<file path="config.mk">
export PLATFORM = sky130hd
export DESIGN_NAME = pmw_ctrl
export DESIGN_NICKNAME = d
export VERILOG_FILES = /design/src/hdl/pmw_pkg.sv /design/src/hdl/pmw_ctrl.sv
export SDC_FILE = /design/constraint.sdc
export NUM_CORES = 1
export LEC_CHECK = 0
export BUFFER_PORTS_ARGS = -buffer_cell sky130_fd_sc_hd__buf_2
export CAP_MARGIN = 20
export CORE_MARGIN = 4
export CORE_UTILIZATION = 56
export CTS_BUF_LIST = sky130_fd_sc_hd__clkbuf_16
export DETAILED_ROUTE_END_ITERATION = 8
export GPL_TIMING_DRIVEN = 1
export PLACE_DENSITY = 0.81
export SLEW_MARGIN = 15
export SYNTH_ARGS = -nofsm -noshare
export SYNTH_HDL_FRONTEND = slang
export SYNTH_SLANG_ARGS = --single-unit
</file>
<file path="constraint.sdc">
create_clock -name clk -period 4.61 [get_ports clk]
set_input_delay 0.2305 -clock clk [delete_from_list [all_inputs] [get_ports clk]]
set_output_delay 0.2305 -clock clk [all_outputs]
set_load 0.01 [all_outputs]
</file>
<file path="src/hdl/pmw_pkg.sv">
// ----------------------------------------------------------------------------
// pmw_pkg
// Shared constants and types of the pairwise majority winner block.
// ----------------------------------------------------------------------------
package pmw_pkg;

    localparam int MAX_CANDIDATES = 64;
    localparam int CAND_W         = $clog2(MAX_CANDIDATES);
    localparam int CNT_W          = CAND_W + 1;
    localparam int TALLY_W        = 24;
    localparam int TALLY_DEPTH    = MAX_CANDIDATES * MAX_CANDIDATES;
    localparam int TALLY_AW       = $clog2(TALLY_DEPTH);
    localparam int VOTERS_W       = 24;
    localparam int CFG_AW         = 3;
    localparam int CFG_DW         = 32;

    localparam logic [TALLY_W-1:0] TALLY_MAX = {TALLY_W{1'b1}};

    // register index, taken from paddr bit 2
    localparam logic REG_CANDIDATE_COUNT = 1'b0;
    localparam logic REG_TOTAL_VOTERS    = 1'b1;

    localparam logic [CNT_W-1:0]    CAND_COUNT_RESET = CNT_W'(4);
    localparam logic [VOTERS_W-1:0] VOTERS_RESET     = VOTERS_W'(1);

    // request action codes
    localparam logic ACT_LOAD   = 1'b0;
    localparam logic ACT_DECIDE = 1'b1;

    typedef struct packed {
        logic [CNT_W-1:0]    n_eff;
        logic [VOTERS_W-2:0] half;
    } cfg_t;

    typedef struct packed {
        logic                we;
        logic [TALLY_AW-1:0] waddr;
        logic [TALLY_W-1:0]  wdata;
        logic [TALLY_AW-1:0] raddr;
    } tally_port_t;

    typedef struct packed {
        logic              we;
        logic [CAND_W-1:0] waddr;
        logic [CAND_W-1:0] wdata;
        logic [CAND_W-1:0] raddr;
    } list_port_t;

endpackage

</file>
<file path="src/hdl/pmw_ctrl.sv">
// ----------------------------------------------------------------------------
// pmw_ctrl
// Sequencer: tally update pipeline, winner scan and matrix clearing pass.
// ----------------------------------------------------------------------------
module pmw_ctrl (
    input  logic                         clk,
    input  logic                         rst_n,
    input  pmw_pkg::cfg_t                cfg,
    input  logic                         item_valid,
    output logic                         item_ready,
    input  logic                         action,
    input  logic [pmw_pkg::CAND_W-1:0]   candidate_id,
    input  logic [pmw_pkg::TALLY_W-1:0]  group_weight,
    input  logic                         end_of_list,
    output logic                         result_valid,
    input  logic                         result_ready,
    output logic [pmw_pkg::CAND_W-1:0]   winner_id,
    output logic                         has_winner,
    output pmw_pkg::list_port_t          list_port,
    input  logic [pmw_pkg::CAND_W-1:0]   list_rdata,
    output pmw_pkg::tally_port_t         tally_port,
    input  logic [pmw_pkg::TALLY_W-1:0]  tally_rdata
);
    import pmw_pkg::*;

    localparam logic [2:0] ST_IDLE  = 3'd0;
    localparam logic [2:0] ST_LOAD  = 3'd1;
    localparam logic [2:0] ST_SCAN  = 3'd2;
    localparam logic [2:0] ST_CHECK = 3'd3;
    localparam logic [2:0] ST_CLEAR = 3'd4;

    logic [2:0]          state_reg, state_next;
    logic [CNT_W-1:0]    list_len_reg, list_len_next;
    logic [CNT_W-1:0]    cnt_reg, cnt_next;
    logic [CNT_W-1:0]    r_reg, r_next;
    logic                b_valid_reg, b_valid_next;
    logic                c_valid_reg, c_valid_next;
    logic                fwd_reg, fwd_next;
    logic [CNT_W-1:0]    i_reg, i_next;
    logic [CNT_W-1:0]    j_reg, j_next;
    logic [TALLY_AW-1:0] clr_reg, clr_next;
    logic                res_valid_reg, res_valid_next;

    logic [CAND_W-1:0]   cand_reg, cand_next;
    logic [TALLY_W-1:0]  weight_reg, weight_next;
    logic [TALLY_AW-1:0] idx_c_reg, idx_c_next;
    logic [TALLY_W-1:0]  fwd_data_reg, fwd_data_next;
    logic [CAND_W-1:0]   winner_reg, winner_next;
    logic                has_reg, has_next;

    logic                item_accept;
    logic [TALLY_AW-1:0] idx_b;
    logic [TALLY_W-1:0]  old_tally;
    logic [TALLY_W:0]    sum;
    logic [TALLY_W-1:0]  sat_sum;

    assign item_ready   = (state_reg == ST_IDLE);
    assign item_accept  = item_valid && item_ready;
    assign result_valid = res_valid_reg;
    assign winner_id    = winner_reg;
    assign has_winner   = has_reg;

    // the tally written last cycle may be the one read last cycle
    assign idx_b     = {list_rdata, cand_reg};
    assign old_tally = fwd_reg ? fwd_data_reg : tally_rdata;
    assign sum       = {1'b0, old_tally} + {1'b0, weight_reg};
    assign sat_sum   = sum[TALLY_W] ? TALLY_MAX : sum[TALLY_W-1:0];

    always_comb
    begin
        state_next     = state_reg;
        list_len_next  = list_len_reg;
        cnt_next       = cnt_reg;
        r_next         = r_reg;
        b_valid_next   = b_valid_reg;
        c_valid_next   = c_valid_reg;
        fwd_next       = fwd_reg;
        i_next         = i_reg;
        j_next         = j_reg;
        clr_next       = clr_reg;
        res_valid_next = res_valid_reg;
        cand_next      = cand_reg;
        weight_next    = weight_reg;
        idx_c_next     = idx_c_reg;
        fwd_data_next  = fwd_data_reg;
        winner_next    = winner_reg;
        has_next       = has_reg;

        list_port.we    = 1'b0;
        list_port.waddr = list_len_reg[CAND_W-1:0];
        list_port.wdata = candidate_id;
        list_port.raddr = r_reg[CAND_W-1:0];

        tally_port.we    = 1'b0;
        tally_port.waddr = idx_c_reg;
        tally_port.wdata = sat_sum;
        tally_port.raddr = idx_b;

        if (result_valid && result_ready)
        begin
            res_valid_next = 1'b0;
        end

        case (state_reg)
            ST_IDLE:
            begin
                if (item_accept)
                begin
                    if (action == ACT_LOAD)
                    begin
                        if (list_len_reg < cfg.n_eff)
                        begin
                            list_port.we = 1'b1;
                            cand_next    = candidate_id;
                            weight_next  = group_weight;
                            cnt_next     = list_len_reg;
                            r_next       = '0;
                            b_valid_next = 1'b0;
                            c_valid_next = 1'b0;
                            fwd_next     = 1'b0;
                            state_next   = ST_LOAD;
                            list_len_next = end_of_list ? '0 : list_len_reg + 1'b1;
                        end
                        else if (end_of_list)
                        begin
                            list_len_next = '0;
                        end
                    end
                    else
                    begin
                        i_next     = '0;
                        j_next     = '0;
                        state_next = ST_SCAN;
                    end
                end
            end

            ST_LOAD:
            begin
                // stage c: write back the updated tally
                tally_port.we = c_valid_reg;
                // stage b: list entry known, read its tally
                c_valid_next  = b_valid_reg;
                idx_c_next    = idx_b;
                fwd_next      = b_valid_reg && c_valid_reg && (idx_b == idx_c_reg);
                fwd_data_next = sat_sum;
                // stage a: read the next earlier list entry
                if (r_reg < cnt_reg)
                begin
                    b_valid_next = 1'b1;
                    r_next       = r_reg + 1'b1;
                end
                else
                begin
                    b_valid_next = 1'b0;
                    if (!b_valid_reg && !c_valid_reg)
                    begin
                        state_next = ST_IDLE;
                    end
                end
            end

            ST_SCAN:
            begin
                tally_port.raddr = {i_reg[CAND_W-1:0], j_reg[CAND_W-1:0]};
                if (i_reg >= cfg.n_eff)
                begin
                    if (!res_valid_reg)
                    begin
                        res_valid_next = 1'b1;
                        winner_next    = '0;
                        has_next       = 1'b0;
                        clr_next       = '0;
                        state_next     = ST_CLEAR;
                    end
                end
                else if (j_reg >= cfg.n_eff)
                begin
                    if (!res_valid_reg)
                    begin
                        res_valid_next = 1'b1;
                        winner_next    = i_reg[CAND_W-1:0];
                        has_next       = 1'b1;
                        clr_next       = '0;
                        state_next     = ST_CLEAR;
                    end
                end
                else if (j_reg == i_reg)
                begin
                    j_next = j_reg + 1'b1;
                end
                else
                begin
                    state_next = ST_CHECK;
                end
            end

            ST_CHECK:
            begin
                // no majority over j: move on to the next candidate
                if (tally_rdata <= {1'b0, cfg.half})
                begin
                    i_next = i_reg + 1'b1;
                    j_next = '0;
                end
                else
                begin
                    j_next = j_reg + 1'b1;
                end
                state_next = ST_SCAN;
            end

            ST_CLEAR:
            begin
                tally_port.we    = 1'b1;
                tally_port.waddr = clr_reg;
                tally_port.wdata = '0;
                clr_next         = clr_reg + 1'b1;
                if (&clr_reg)
                begin
                    state_next = ST_IDLE;
                end
            end

            default:
            begin
                state_next = ST_IDLE;
            end
        endcase
    end

    always_ff @(posedge clk or negedge rst_n)
    begin
        if (!rst_n)
        begin
            state_reg     <= ST_CLEAR;
            list_len_reg  <= '0;
            cnt_reg       <= '0;
            r_reg         <= '0;
            b_valid_reg   <= 1'b0;
            c_valid_reg   <= 1'b0;
            fwd_reg       <= 1'b0;
            i_reg         <= '0;
            j_reg         <= '0;
            clr_reg       <= '0;
            res_valid_reg <= 1'b0;
        end
        else
        begin
            state_reg     <= state_next;
            list_len_reg  <= list_len_next;
            cnt_reg       <= cnt_next;
            r_reg         <= r_next;
            b_valid_reg   <= b_valid_next;
            c_valid_reg   <= c_valid_next;
            fwd_reg       <= fwd_next;
            i_reg         <= i_next;
            j_reg         <= j_next;
            clr_reg       <= clr_next;
            res_valid_reg <= res_valid_next;
        end
    end

    always_ff @(posedge clk)
    begin
        cand_reg     <= cand_next;
        weight_reg   <= weight_next;
        idx_c_reg    <= idx_c_next;
        fwd_data_reg <= fwd_data_next;
        winner_reg   <= winner_next;
        has_reg      <= has_next;
    end

    a_tally_write_state: assert property (@(posedge clk) disable iff (!rst_n)
        tally_port.we |-> (state_reg == ST_LOAD || state_reg == ST_CLEAR))
        else $error("tally written outside update or clearing pass");

    a_list_len_bound: assert property (@(posedge clk) disable iff (!rst_n)
        list_len_reg <= CNT_W'(MAX_CANDIDATES))
        else $error("list length beyond matrix size");

    a_scan_posts_result: assert property (@(posedge clk) disable iff (!rst_n)
        (state_reg == ST_SCAN && state_next == ST_CLEAR) |=> res_valid_reg)
        else $error("scan finished without a result");

    a_clear_complete: assert property (@(posedge clk) disable iff (!rst_n)
        (state_reg == ST_CLEAR && state_next != ST_CLEAR) |-> (&clr_reg))
        else $error("clearing pass left early");

    a_load_drained: assert property (@(posedge clk) disable iff (!rst_n)
        (state_reg == ST_LOAD && state_next == ST_IDLE) |=> !c_valid_reg && !b_valid_reg)
        else $error("update pipeline left with entries in flight");

endmodule

</file>
==> results.md <==
* Syn-to-layout area delta at 20.9%
* Run status: complete, no violations
* Initial core utilization at 0.571
* Switching power total at about 1800 uW
* Number of global-route vias before repair at roughly 6.9k
* Worst Reg-to-Reg Cells at 10
* Die ar. at about 0.018 sq mm
* TritonCTS clock tree: built
* Antenna-violating nets left at 0
* Clock input transition at the sequential cells of the worst setup and hold paths at roughly 60 ps
* Startpoint kind of the worst setup timing path: flop
* Buf/Inv on CP at 3
* Wire length of the first global-routing pass at about 35 mm
* Largest area contributor in the netlist: sky130_fd_sc_hd__edfxtp_1
* Most frequent cells in the layout: 172 x sky130_fd_sc_hd__buf_2, 102 x sky130_fd_sc_hd__nand2_1, 78 x sky130_fd_sc_hd__ha_1
* Critical path data required time at ~4400 ps
* Flop and latch count out of synthesis at 127
* GR Util All Layers at 0.249
* Clock buffer depth at 2
* # Post-CTS Setup Buffers at 0
* Reg power frac at 0.353
* Max Transition Viols Final at 0
* Slack of the worst reg-to-reg path at 930 ps
* Final estimated routing congestion in global placement at between 0.8 and 0.9
* Number of enable-type register cells in the synthesized netlist at between 70 and 80
* Clock sink total at 127
* I/O pin count at around 170
* Critical-path maximum fanout at 27
* Simple-Gate Fraction of Synth Area at 0.158
* Worst Clk Skew at 8.89 ps
* Endpoint class of the critical path: output pin
* Depth of the critical timing path with buffers and inverters included at 11
* Core Rows at 45
* Skew-Pair Late Insertion Delay at around 420 ps
* Share of synthesized area spent on multiplexers at 0.0486
* Detailed Route WL at 21.7 mm
* Gate count of the mapped netlist at a little under 900
* Unique masters post-synth at roughly 80
* Combinational Power Share at 0.363
* Most common library cell in the layout ignoring fill and taps: sky130_fd_sc_hd__buf_2
* DP HPWL at ~16 mm
* Total setup violations reported at the end of the flow at 0
* Post-synthesis instance area at between 0.008 and 0.009 sq mm
* Share of total power in the clock network at 0.285
* Min-Delay Path Class: input port to flop
* Die X at between 100 and 150 microns
* Worst IR drop on VDD at approximately 0.34 mV
* Adder-cell share of the synthesized area at 0.115
* Hold violation count in the final report at 0
* Achievable Freq at between 200 and 250 MHz
* Worst Max-Slew Pin Slew at roughly 1100 ps
* Critical Path Slowest Stage Cell: sky130_fd_sc_hd__dfrtp_1
* Number of antenna violations at the first check in global routing at 0
* Total Negative Setup Slacks at 0 ps
* Area share of the leading cell type in the synthesized netlist at 0.253
* Setup repair after global routing missed its margin: no
* Min-Delay Startpoint: group_weight[10]
* Detailed-routing iteration count for the pre-antenna-repair pass at 5
* CP cell instances: buf_4 > mux2_2 > ha_1 > a21oi_1 > o21a_1 > nand3_1 > o211ai_2 > a31o_2 > buf_4 > a21oi_1 > buf_2
* Detail-routed via count per cell at between 5 and 6
* Min cycle time layout at ~4300 ps
* Core Region at 0.0151 sq mm
* TritonCTS buffer count at 17
* Worst slew slack as a fraction of its limit at 0.284
* Source of the critical timing path: fwd_reg$_DFFE_PN0P_
* Synth async-reset ratio at 0.425
* Critical register-to-register path startpoint: fwd_reg$_DFFE_PN0P_
* Kind of cell adding the most delay to the critical path: compound AO/OA/AOI/OAI gates
* Net count reported at finish at between 1k and 1.5k
* Cell count after placement at around 1.2k
* Largest net degree at the start of global routing at 55
* Die outline height at 132 microns
* Fraction of the yosys area taken by sequential cells at 0.410
* Maximum capacitance violations at 0
* Cell types with the largest area share after synthesis: sky130_fd_sc_hd__edfxtp_1 25%, sky130_fd_sc_hd__dfrtp_1 15%, sky130_fd_sc_hd__ha_1 11%
* Ys Warns at 0
* Number of cells on the worst hold path at 1
* Syn Nets at 1,040
* Non-filler cells in the finished layout at approximately 1.2k
* Final clock period utilization by the worst path at 0.924
* Dominant combinational cell family by area after synthesis: simple AND/OR/NAND/NOR gates
* Detailed-route DRC error count at 0
* Number of DRC markers in iteration 0 at slightly above 600
* CP Class: flop to output pin
* Xor and xnor area share after synthesis at 0.0536
* PwrDens at between 400 and 500 mW/mm^2
* H-tree levels at 4
* Post-synthesis area per instance at approximately 10 sq um
* Residual overflow from global routing at 0
* Dominant register cell in the synthesized netlist: sky130_fd_sc_hd__edfxtp_1
* Fraction of layout cells with a size suffix above 1 at 0.260
* Clock root buffer: sky130_fd_sc_hd__clkbuf_16
* Buffers on Ports at approximately 170
* Design internal power at roughly 3200 uW
* Via count of the routed design at approximately 7k
* Data arrival, critical path at between 4000 and 5000 ps
* Fraction of the mapped netlist area in compound gates at 0.158
* Antenna diode count at 0
* Wire length per cell after detailed routing at between 15 and 20 microns
* Switching share of power at 0.364
* Reported leakage power at 0.00481 uW
* Delay contributed by the slowest stage of the critical path at 600 ps
==> what timing repair did <==
item / in CTS / in global routing
hold endpoints to repair: 82 / 0
resized for setup: 0 / 0
hold buffers: 30 / 0
==> final cells by class <==
type                            instances  area, sq um
Timing Repair Buffer                  210         1220
Multi-Input combinational cell        638         4630
Sequential cell                       127         3540
Fill cell                            1163         4690
Clock inverter                         15          200
Tap cell                              188          235
Clock buffer                           17          425
Inverter                               53          199
==> path summary, 6_finish.rpt <==
kind / to
min: weight_reg[10]$_DFFE_PP_
min reg2reg: idx_c_reg[0]$_DFFE_PP_
max: tally_port[26]
max reg2reg: fwd_data_reg[15]$_DFFE_PP_
max in group asynchronous: clr_reg[4]$_DFFE_PN0P_
min in group asynchronous: list_len_reg[3]$_DFFE_PN0P_
==> power groups by stage <==
stage / clock [uW] / combinational [uW] / sequential, uW
5_1_grt: 1490 / 2030 / 1800
3_3_place_gp: 0 / 1730 / 1780
4_1_cts: 1440 / 1820 / 1770
2_1_floorplan: 0 / 1350 / 1680
3_5_place_dp: 0 / 1790 / 1780
6_report: 1430 / 1820 / 1770
==> metrics by stage <==
step	setup WS, ps	hold slack [ps]	total power [uW]	utilization	cell area, sq um
finish	350	18.9	5020	0.691	10500
global route	138	1.19	5330	0.691	10500
CTS	331	1.59	5030	0.690	10500
detailed placement	786	400	3570	0.629	9530
global placement	893	402	3510	0.629	9530
floorplan	1350	-65.1	3030	-	8650
==> per-layer routing <==
layer,vias up,track usage,share of wire
met1,3361,0.328,0.43
met2,315,0.416,0.48
met3,38,0.0531,0.076
met4,0,0.0768,0.020
li1,3487,-,-
met5,-,0,0
==> synth_stat cells (9+ instances only) <==
cell type                  count
sky130_fd_sc_hd__a21o_1       22
sky130_fd_sc_hd__a21oi_1      58
sky130_fd_sc_hd__and2_1       13
sky130_fd_sc_hd__and3_1        9
sky130_fd_sc_hd__buf_4        21
sky130_fd_sc_hd__clkbuf_1     15
sky130_fd_sc_hd__dfrtp_1      53
sky130_fd_sc_hd__edfxtp_1     73
sky130_fd_sc_hd__ha_1         78
sky130_fd_sc_hd__inv_1        52
sky130_fd_sc_hd__mux2_2       36
sky130_fd_sc_hd__nand2_1     102
sky130_fd_sc_hd__nand2b_1     15
sky130_fd_sc_hd__nand3_1      18
sky130_fd_sc_hd__nand4_1      15
sky130_fd_sc_hd__nor2_1       29
sky130_fd_sc_hd__nor2b_1      10
sky130_fd_sc_hd__o21a_1       10
sky130_fd_sc_hd__o21ai_0      43
sky130_fd_sc_hd__xnor2_1      32
sky130_fd_sc_hd__xor2_1       21
==> kinds of logic after synthesis <==
family                     count (synthesis)
and+or+nand+nor                          264
AOI/OAI and AO/OA                        205
DFF                                      127
buffers and inverters                    100
adders and majority gates                 79
xor gates and xnor gates                  53
muxes                                     37
Power figures use the tool's default switching activity.
