File: config.mk
export PLATFORM = sky130hd
export DESIGN_NAME = pmw_cfg
export DESIGN_NICKNAME = d
export VERILOG_FILES = /design/src/hdl/pmw_pkg.sv /design/src/hdl/pmw_cfg.sv
export SDC_FILE = /design/constraint.sdc
export NUM_CORES = 1
export LEC_CHECK = 0
export BUFFER_PORTS_ARGS = -buffer_cell sky130_fd_sc_hd__buf_2
export CORE_MARGIN = 1
export CORE_UTILIZATION = 44
export DETAILED_ROUTE_END_ITERATION = 7
export MAX_ROUTING_LAYER = met4
export PLACE_DENSITY = 0.85
export SETUP_SLACK_MARGIN = 0.02
export SYNTH_ARGS = -nofsm -noshare
export SYNTH_HDL_FRONTEND = slang
export SYNTH_SLANG_ARGS = --single-unit
File: constraint.sdc
create_clock -name clk -period 1.3 [get_ports clk]
set_input_delay 0.26 -clock clk [delete_from_list [all_inputs] [get_ports clk]]
set_output_delay 0.26 -clock clk [all_outputs]
set_load 0.02 [all_outputs]
File: src/hdl/pmw_pkg.sv
// ----------------------------------------------------------------------------
// pmw_pkg
// Shared constants and types of the pairwise majority winner block.
// ----------------------------------------------------------------------------
package pmw_pkg;

    localparam int MAX_CANDIDATES = 64;
    localparam int CAND_W         = $clog2(MAX_CANDIDATES);
    localparam int CNT_W          = CAND_W + 1;
    localparam int TALLY_W        = 24;
    localparam int TALLY_DEPTH    = MAX_CANDIDATES * MAX_CANDIDATES;
    localparam int TALLY_AW       = $clog2(TALLY_DEPTH);
    localparam int VOTERS_W       = 24;
    localparam int CFG_AW         = 3;
    localparam int CFG_DW         = 32;

    localparam logic [TALLY_W-1:0] TALLY_MAX = {TALLY_W{1'b1}};

    // register index, taken from paddr bit 2
    localparam logic REG_CANDIDATE_COUNT = 1'b0;
    localparam logic REG_TOTAL_VOTERS    = 1'b1;

    localparam logic [CNT_W-1:0]    CAND_COUNT_RESET = CNT_W'(4);
    localparam logic [VOTERS_W-1:0] VOTERS_RESET     = VOTERS_W'(1);

    // request action codes
    localparam logic ACT_LOAD   = 1'b0;
    localparam logic ACT_DECIDE = 1'b1;

    typedef struct packed {
        logic [CNT_W-1:0]    n_eff;
        logic [VOTERS_W-2:0] half;
    } cfg_t;

    typedef struct packed {
        logic                we;
        logic [TALLY_AW-1:0] waddr;
        logic [TALLY_W-1:0]  wdata;
        logic [TALLY_AW-1:0] raddr;
    } tally_port_t;

    typedef struct packed {
        logic              we;
        logic [CAND_W-1:0] waddr;
        logic [CAND_W-1:0] wdata;
        logic [CAND_W-1:0] raddr;
    } list_port_t;

endpackage

File: src/hdl/pmw_cfg.sv
// ----------------------------------------------------------------------------
// pmw_cfg
// APB register file: candidate count and total voters.
// ----------------------------------------------------------------------------
module pmw_cfg (
    input  logic                       clk,
    input  logic                       rst_n,
    input  logic                       psel,
    input  logic                       penable,
    input  logic                       pwrite,
    input  logic [pmw_pkg::CFG_AW-1:0] paddr,
    input  logic [pmw_pkg::CFG_DW-1:0] pwdata,
    output logic [pmw_pkg::CFG_DW-1:0] prdata,
    output logic                       pready,
    output pmw_pkg::cfg_t              cfg
);
    import pmw_pkg::*;

    logic [CNT_W-1:0]    cand_count_reg, cand_count_next;
    logic [VOTERS_W-1:0] voters_reg, voters_next;
    logic                wr_en;

    assign pready = 1'b1;
    assign wr_en  = psel && penable && pwrite;

    always_comb
    begin
        cand_count_next = cand_count_reg;
        voters_next     = voters_reg;
        if (wr_en)
        begin
            case (paddr[2])
                REG_CANDIDATE_COUNT: cand_count_next = pwdata[CNT_W-1:0];
                REG_TOTAL_VOTERS:    voters_next     = pwdata[VOTERS_W-1:0];
                default:             cand_count_next = cand_count_reg;
            endcase
        end
    end

    always_ff @(posedge clk or negedge rst_n)
    begin
        if (!rst_n)
        begin
            cand_count_reg <= CAND_COUNT_RESET;
            voters_reg     <= VOTERS_RESET;
        end
        else
        begin
            cand_count_reg <= cand_count_next;
            voters_reg     <= voters_next;
        end
    end

    always_comb
    begin
        case (paddr[2])
            REG_CANDIDATE_COUNT: prdata = CFG_DW'(cand_count_reg);
            REG_TOTAL_VOTERS:    prdata = CFG_DW'(voters_reg);
            default:             prdata = '0;
        endcase
    end

    // counts above the matrix size clamp to it
    assign cfg.n_eff = (cand_count_reg > CNT_W'(MAX_CANDIDATES)) ?
                       CNT_W'(MAX_CANDIDATES) : cand_count_reg;
    assign cfg.half  = voters_reg[VOTERS_W-1:1];

endmodule

==> results.yml, run 1 <==
clock_tree:
  cts_max_level: 2
  clockBufferDepth: 2
  clk_latency_ns: 0.28
  cts_tree: "done"
  clockRootBuffer: "clkbuf_8"
  cts_made_buffers: 5
  clock_sinks: 31
  clk_pin_slew_ns: 0.06
logic_synthesis:
  avgSynthCellArea_um2: 13.1
  syn_inst: 134
  ys_seq_area_share_pct: 44.2
  ys_ff_latch: 31
  ys_types: 13
  yosys_warnings: 0
  syn-cell-area_um2: 1760
critical_path:
  critPathMaxStageDelay_ns: 0.43
  r2r_end: "cand_count_reg[6]"
  reg2reg_depth: 2
  crit_start: "cand_count_reg[6]"
  cp.arrival_ns: 1.13
  ff2ff_setup_slack_ns: 0.34
  required_ns: 1.04
  critPathMaxFanout: 4
  r2r_start: "cand_count_reg[6]"
  crit_path_top_delay_cell: "dfrtp_1"
  cp-end-kind: "output port"
  crit_chain: "mux2_4, buf_6"
  crit_type: "register to output port"
  critPathLaunchType: "register"
timing:
  skew_ns: 0
  rsz0062_at_grt: "true"
  achievable-frequency_mhz: 718
  min_period_over_period_pct: 107
  fin_crit_ns: 1.39
  finalSetupTns_ns: -0.691
  hold_ws_ns: 0.205
  drv_slew: 0
  hold_violations: 0
  fin_ws_ns: -0.0928
  setup_viol_count_final: 12
detailed_routing:
  drt_pre_antenna_iters: 2
  ant_nets: 0
  routed_wl_mm: 3.50
  viasPerCell: 4.56
  remaining_drc_errors: 0
  avgRoutedWirePerCell_um: 13.6
  dr_total_vias: 1173
  drt_iter0_markers: 18
final_layout:
  drive_gt1_share_pct: 71.3
  layout_commonest_cell: "buf_2"
  antennaDiodeCount: 0
  fillers: 302
  final-instance-count-excl-fill: 257
  mostFrequentLayoutCells: "buf_2, dfrtp_1, mux2_4"
  layout.nets: 248
  area_delta_synth_final_pct: 33.5
  stdcell_area_um2: 2350
  largest_reg_flops: 24
placed_design:
  post-place-ws_ns: -0.0827
  routabilityCongestion: 0.690
  dpl.hpwl_mm: 2.43
  place_area_um2: 2050
  io_buffers: 83
  dp.cells: 239
die:
  ios: 103
  die_area_um2: 4260
  fp.dieH_um: 65.3
  row_count: 22
  start_util_pct: 47.0
  core_area_um2: 3740
  die_w_um: 65.3
grt:
  grt_max_degree: 18
  grt_pass1_wl_mm: 5.24
  antenna_found_initial: 0
  grt_pass1_vias: 1069
  grt_overflow: 0
  grt_use_total_pct: 17.7
status:
  status: "finished with violations"
  violations: "setup timing"
min_path:
  hold_path.startpoint: "pwdata[18]"
  holdPathEnd: "voters_reg[18]"
  hp-class: "input port to register"
  hold_depth: 2
power:
  p_int_uw: 2500
  p_switching_uw: 1280
  swShare_pct: 33.9
  p_comb_share_pct: 42.9
  power_frac_clock_pct: 21.7
  leakage_uw: 0.00128
  pwr-share-seq_pct: 35.4
  cellPowerDensity_nw_per_um2: 1610
  vdd_drop_max_uv: 888
job:
  max_cap_viol_count: 0
[how the worst max path moves through the flow]
stage | slack (ns) | end
2_1_floorplan | 0.08 | prdata[4]
3_3_place_gp | -0.05 | voters_reg[11]
4_1_cts | -0.11 | prdata[6]
6_report | -0.09 | prdata[6]
5_1_grt | -0.14 | cfg[27]
3_5_place_dp | -0.08 | voters_reg[14]
[area by class of cell]
cell class	instances	area (um2)	area share, %
Sequential cell	31	778	33.1
Multi-Input combinational cell	72	749	31.9
Timing Repair Buffer	98	662	28.2
Clock buffer	8	100	4.26
Tap cell	48	60.1	2.56
[power by group through the flow]
stage                     combinational [uW]  clock [uW]  sequential, uW
after detailed placement                1340           0            1360
after global routing                    1720         906            1360
after floorplan                         1150           0            1320
after global placement                  1320           0            1350
final                                   1620         820            1340
after CTS                               1510         842            1340
[kinds of logic (layout without fill, tap and decap cells)]
kind of cell / after synthesis / count (layout) / synth area share (%)
and+or+nand+nor: 25 / 25 / 10.7
DFF: 31 / 31 / 44.2
other: 2 / 9 / 0.427
muxes: 38 / 38 / 28.6
buffers and inverters: 38 / 106 / 16.1
[routing by layer]
metal,track usage (%),wire [um],up-vias
met2,29.3,1830,56
met5,-,0,-
li1,-,-,549
met4,8.97,62,0
met3,4.17,189,8
met1,19.9,1430,560
[metrics by stage]
step | power (uW) | util (%)
6_report | 3780 | 62.8
5_1_grt | 3980 | 62.8
4_1_cts | 3690 | 60.4
3_5_place_dp | 2700 | 54.9
3_3_place_gp | 2670 | 54.9
2_1_floorplan | 2470 | -
[cells in the mapped netlist (all sizes together)]
cell / n / share of area [%]
conb: 2 / 0.43
dfstp: 2 / 3.0
nor2b: 6 / 2.1
buf: 36 / 16
and2: 17 / 6.0
mux2: 38 / 29
dfrtp: 29 / 41
nand4b: 1 / 1.4
clkbuf: 2 / 0.43
nand4: 1 / 1.2
[critical path, delay by kind of cell, from the launching register on]
kind,cells,cell delay (ns)
buffers and inverters,1,0.13
flip-flops,1,0.43
multiplexers,1,0.30
[timing repair]
item                                    CTS  global route
setup buffers                             3             6
hold buffers                              1             0
endpoints found under the hold margin    13             0
pin swaps                                 0             3
gates resized for setup                  24            15
endpoints found under the setup margin   27            29
No activity file was read; power rests on OpenSTA's default activity.
==> run 2: changes to the inputs <==
- CORE_ASPECT_RATIO: default -> 0.8
- SLEW_MARGIN: default -> 0
==> run 2 against run 1 <==
  * The run still ends with setup timing left
  * Clock skew did not move
  * Sequential share of layout area fell by 0.11 points
  * First-iteration DRC count rose by 110%
  * Register-to-register slack improved by 0.04 ns
  * Non-clock buffer count rose by 1
  * Fmax rose by 3.4%
  * Sequential power barely moved
  * Sequential cell count did not move
  * Count of clock-buffer cells in the layout did not move
  * Global-route usage rose by 0.30 points
  * Largest power group unchanged
==> results.yml, run 2 (synthesis results as in run 1) <==
status:
  status: "finished with violations"
  violations: "setup timing"
die:
  row_count: 20
  die_area_um2: 4260
  die_w_um: 72.7
  ios: 103
  start_util_pct: 46.3
  fp.dieH_um: 58.6
  core_area_um2: 3800
placed_design:
  dp.cells: 247
  routabilityCongestion: 0.677
  dpl.hpwl_mm: 2.48
  place_area_um2: 2060
  io_buffers: 83
critical_path:
  cp.arrival_ns: 1.09
  cp-end-kind: "output port"
  critPathMaxFanout: 2
  required_ns: 1.04
  r2r_start: "cand_count_reg[6]"
  reg2reg_depth: 2
  crit_type: "register to output port"
  critPathLaunchType: "register"
  ff2ff_setup_slack_ns: 0.38
  r2r_end: "cand_count_reg[6]"
power:
  leakage_uw: 0.00129
  cellPowerDensity_nw_per_um2: 1620
  vdd_drop_max_uv: 984
timing:
  min_period_over_period_pct: 104
  hold_violations: 0
  fin_ws_ns: -0.0464
  achievable-frequency_mhz: 743
  hold_ws_ns: 0.211
  rsz0062_at_grt: "true"
  setup_viol_count_final: 12
  skew_ns: 0
  fin_crit_ns: 1.35
  drv_slew: 0
clock_tree:
  cts_made_buffers: 5
  cts_tree: "done"
  clk_pin_slew_ns: 0.06
  clockRootBuffer: "clkbuf_8"
  clockBufferDepth: 2
  clock_sinks: 31
  clk_latency_ns: 0.27
  cts_max_level: 2
final_layout:
  largest_reg_flops: 24
  layout_commonest_cell: "buf_2"
  antennaDiodeCount: 0
  area_delta_synth_final_pct: 33.9
  stdcell_area_um2: 2360
  layout.nets: 249
  mostFrequentLayoutCells: "buf_2, dfrtp_1, mux2_4"
  final-instance-count-excl-fill: 265
  drive_gt1_share_pct: 72.4
  utilization_pct: 62.0
min_path:
  hold_path.startpoint: "pwdata[8]"
  hold_depth: 2
  hp-class: "input port to register"
  holdPathEnd: "voters_reg[8]"
job:
  max_cap_viol_count: 0
grt:
  grt_pass1_vias: 1086
  grt_use_total_pct: 18.0
  antenna_found_initial: 0
  grt_overflow: 0
  grt_max_degree: 20
  grt_pass1_wl_mm: 5.37
detailed_routing:
  avgRoutedWirePerCell_um: 13.7
  drt_iter0_markers: 37
  routed_wl_mm: 3.64
  viasPerCell: 4.52
  ant_nets: 0
  dr_total_vias: 1197
  remaining_drc_errors: 0
  drt_pre_antenna_iters: 3
run 2: cell type report:
type / count / area, um2
fill: 302 / 1450
sequential: 31 / 778
multi-input combinational: 72 / 764
timing repair buffer: 99 / 646
clock buffer: 8 / 100
tap: 55 / 68.8
run 2: timing repair:
item	4_1_cts	5_1_grt
pin swaps	0	0
setup buffers	6	3
endpoints found under the hold margin	13	0
hold buffers	1	0
endpoints found under the setup margin	25	18
resized for setup	28	7
run 2: power breakdown:
group | internal [uW] | switching (uW) | total, uW
Sequential | 1190 | 146 | 1340
Clock | 483 | 345 | 828
Combinational | 834 | 813 | 1650
Total | 2510 | 1300 | 3810
run 2: how the worst max path moves through the flow:
stage,from,endpoint,slack (ns)
floorplan,paddr[2],prdata[4],0.08
finish,voters_reg[1],prdata[1],-0.05
detailed placement,paddr[2],voters_reg[20],-0.04
global route,cand_count_reg[6],cfg[26],-0.10
global placement,paddr[2],prdata[17],-0.03
CTS,voters_reg[0],prdata[0],-0.05
run 2: worst max-delay path, cell delays in order, from the launching register on:
cell and delay [ns]:
dfrtp_1 0.40, mux2_2 0.28, buf_6 0.13
run 2: routing by layer:
layer  global-route usage, %  vias to the layer above  share of wire, %
met4                    6.72                        0               1.4
met5                       -                        -                 0
met1                    21.9                      570                46
li1                        -                      551                 -
met2                    29.1                       68                46
met3                    4.45                        8               6.8
run 2: per-stage QoR:
| stage | setup TNS [ns] | setup slack [ns] | total power, uW |
|---|---|---|---|
| final | -0.433 | -0.0464 | 3810 |
| after global routing | -1.02 | -0.104 | 4010 |
| after CTS | -0.544 | -0.0507 | 3780 |
| after detailed placement | -0.964 | -0.0398 | 2710 |
| after global placement | -0.464 | -0.0285 | 2670 |
| after floorplan | 0 | 0.0810 | 2470 |
==> run 3: changes to the inputs <==
- ABC_AREA: default -> 1
- CORE_UTILIZATION: 44 -> 43
- PLACE_DENSITY: 0.85 -> default
- PLACE_DENSITY_LB_ADDON: default -> 0.2
==> run 3 against run 2 <==
  * The flow still finishes with violations (setup timing)
  * Clock skew is the same
  * Sequential cell count is the same
  * Wire length grew 2.3%
  * Via count up 27%
  * Combinational power shrank 30%
  * First-iteration DRC count down 5.4%
  * Non-clock buffer count fell by 6
==> results.yml, run 3 <==
status:
  status: "finished with violations"
  violations: "setup timing"
critical_path:
  required_ns: 1.04
  r2r_start: "cand_count_reg[2]"
  critPathLaunchType: "register"
  crit_start: "cand_count_reg[3]"
  cp-end-kind: "output port"
  critPathMaxFanout: 2
  reg2reg_depth: 2
  cp.arrival_ns: 1.22
  crit_type: "register to output port"
detailed_routing:
  remaining_drc_errors: 0
  drt_iter0_markers: 35
  routed_wl_mm: 3.72
  viasPerCell: 4.34
  ant_nets: 0
  avgRoutedWirePerCell_um: 10.6
  dr_total_vias: 1524
  drt_pre_antenna_iters: 4
logic_synthesis:
  netlist_top_cells_count: "nand2_1, o21ai_0, buf_4"
  synthFlopType: "dfrtp_1"
  yosysMostFrequentCell: "nand2_1"
  avgSynthCellArea_um2: 7.50
  syn_inst: 232
  yosys_warnings: 0
  async_reset_ff_share_pct: 100
  yosys.area.top_type_share_pct: 41.7
  synth-edff-count: 0
  yosysTopAreaCell: "dfrtp_1"
  synth_area_leaders: "dfrtp_1, nand2_1, buf_4"
  syn-cell-area_um2: 1740
  ys_seq_area_share_pct: 44.7
  ys_types: 15
  ys_ff_latch: 31
timing:
  achievable-frequency_mhz: 675
  min_period_over_period_pct: 114
  setup_viol_count_final: 6
  hold_violations: 0
  finalSetupTns_ns: -0.455
  fin_ws_ns: -0.182
  skew_ns: 0
  rsz0062_at_grt: "true"
  fin_crit_ns: 1.48
  drv_slew: 0
power:
  vdd_drop_max_uv: 622
  cellPowerDensity_nw_per_um2: 1440
  leakage_uw: 0.00132
grt:
  antenna_found_initial: 0
  grt_pass1_vias: 1343
  grt_use_total_pct: 19.0
  grt_pass1_wl_mm: 5.99
  grt_overflow: 0
  grt_max_degree: 26
final_layout:
  layout_commonest_cell: "nand2_1"
  layout.nets: 335
  mostFrequentLayoutCells: "nand2_1, buf_2, o21ai_0"
  antennaDiodeCount: 0
  drive_gt1_share_pct: 38.5
  largest_reg_flops: 24
  area_delta_synth_final_pct: 26.5
clock_tree:
  clockBufferDepth: 2
  clockRootBuffer: "clkbuf_8"
  cts_max_level: 2
  clk_latency_ns: 0.27
  cts_made_buffers: 5
  clk_pin_slew_ns: 0.06
  clock_sinks: 31
  cts_tree: "done"
  postCtsSetupBuffers: 0
die:
  ios: 103
  start_util_pct: 45.5
  row_count: 20
  core_area_um2: 3830
  die_area_um2: 4310
  fp.dieH_um: 58.9
  die_w_um: 73.1
placed_design:
  post-place-ws_ns: 0.0330
  io_buffers: 83
  dpl.hpwl_mm: 2.73
  routabilityCongestion: 0.777
min_path:
  hold_depth: 3
  hold_path.startpoint: "pwdata[20]"
  hp-class: "input port to register"
job:
  max_cap_viol_count: 0
## run 3: logic make-up after synthesis
group	Yosys count	share of synthesized area, %
and+or+nand+nor	90	20.7
buffers and inverters	69	22.6
AOI/OAI and AO/OA	40	11.5
DFF	31	44.7
other	2	0.432
## run 3: stage by stage
stage	std cells	area, um2	utilization [%]	power, uW	hold WS, ns
3_5_place_dp	342	2040	53.4	2390	0.139
6_report	351	2200	57.5	3170	0.187
5_1_grt	351	2200	57.5	3380	0.186
4_1_cts	351	2150	56.1	3130	0.176
3_3_place_gp	342	2040	53.4	2370	0.140
2_1_floorplan	239	1770	-	2180	-0.0356
## run 3: area by class of cell
| class | instances | area, um2 |
|---|---|---|
| Tap cell | 55 | 68.8 |
| Multi-Input combinational cell | 139 | 626 |
| Fill cell | 394 | 1630 |
| Timing Repair Buffer | 93 | 554 |
| Sequential cell | 31 | 779 |
| Clock buffer | 8 | 80.1 |
| Inverter | 25 | 93.8 |
## run 3: what timing repair did
action                                  CTS  global route
hold buffers                              1             0
hold endpoints to repair                  9             0
endpoints found under the setup margin   12            24
pin swaps                                 4             4
gates resized for setup                  11            20
## run 3: final timing paths
path	slack [ns]	end
setup / recovery	-0.18	cfg[27]
hold / removal	0.19	voters_reg[20]
setup reg to reg	0.50	cand_count_reg[2]
hold reg to reg	0.48	voters_reg[0]
max in group asynchronous	0.42	cand_count_reg[2]
min in group asynchronous	0.41	voters_reg[19]
## run 3: power by group
| group | total [uW] | leakage [uW] | internal (uW) | switching [uW] |
|---|---|---|---|---|
| Sequential | 1300 | 0.000382 | 1160 | 141 |
| Clock | 701 | 0.0000395 | 380 | 321 |
| Combinational | 1160 | 0.000900 | 418 | 745 |
| Total | 3170 | 0.00132 | 1960 | 1210 |
## run 3: worst max-delay path, cell delays in order, from the launching register on
cell and delay, ns:
dfrtp_1 0.41, nor2_2 0.13, nand3_2 0.11, a21oi_2 0.15, buf_4 0.15
## run 3: layer usage
layer | global-route usage (%) | part of all wire, %
met5 | - | 0
met4 | 5.04 | 1.1
met3 | 5.14 | 7.2
met2 | 29.8 | 43
met1 | 24.3 | 48
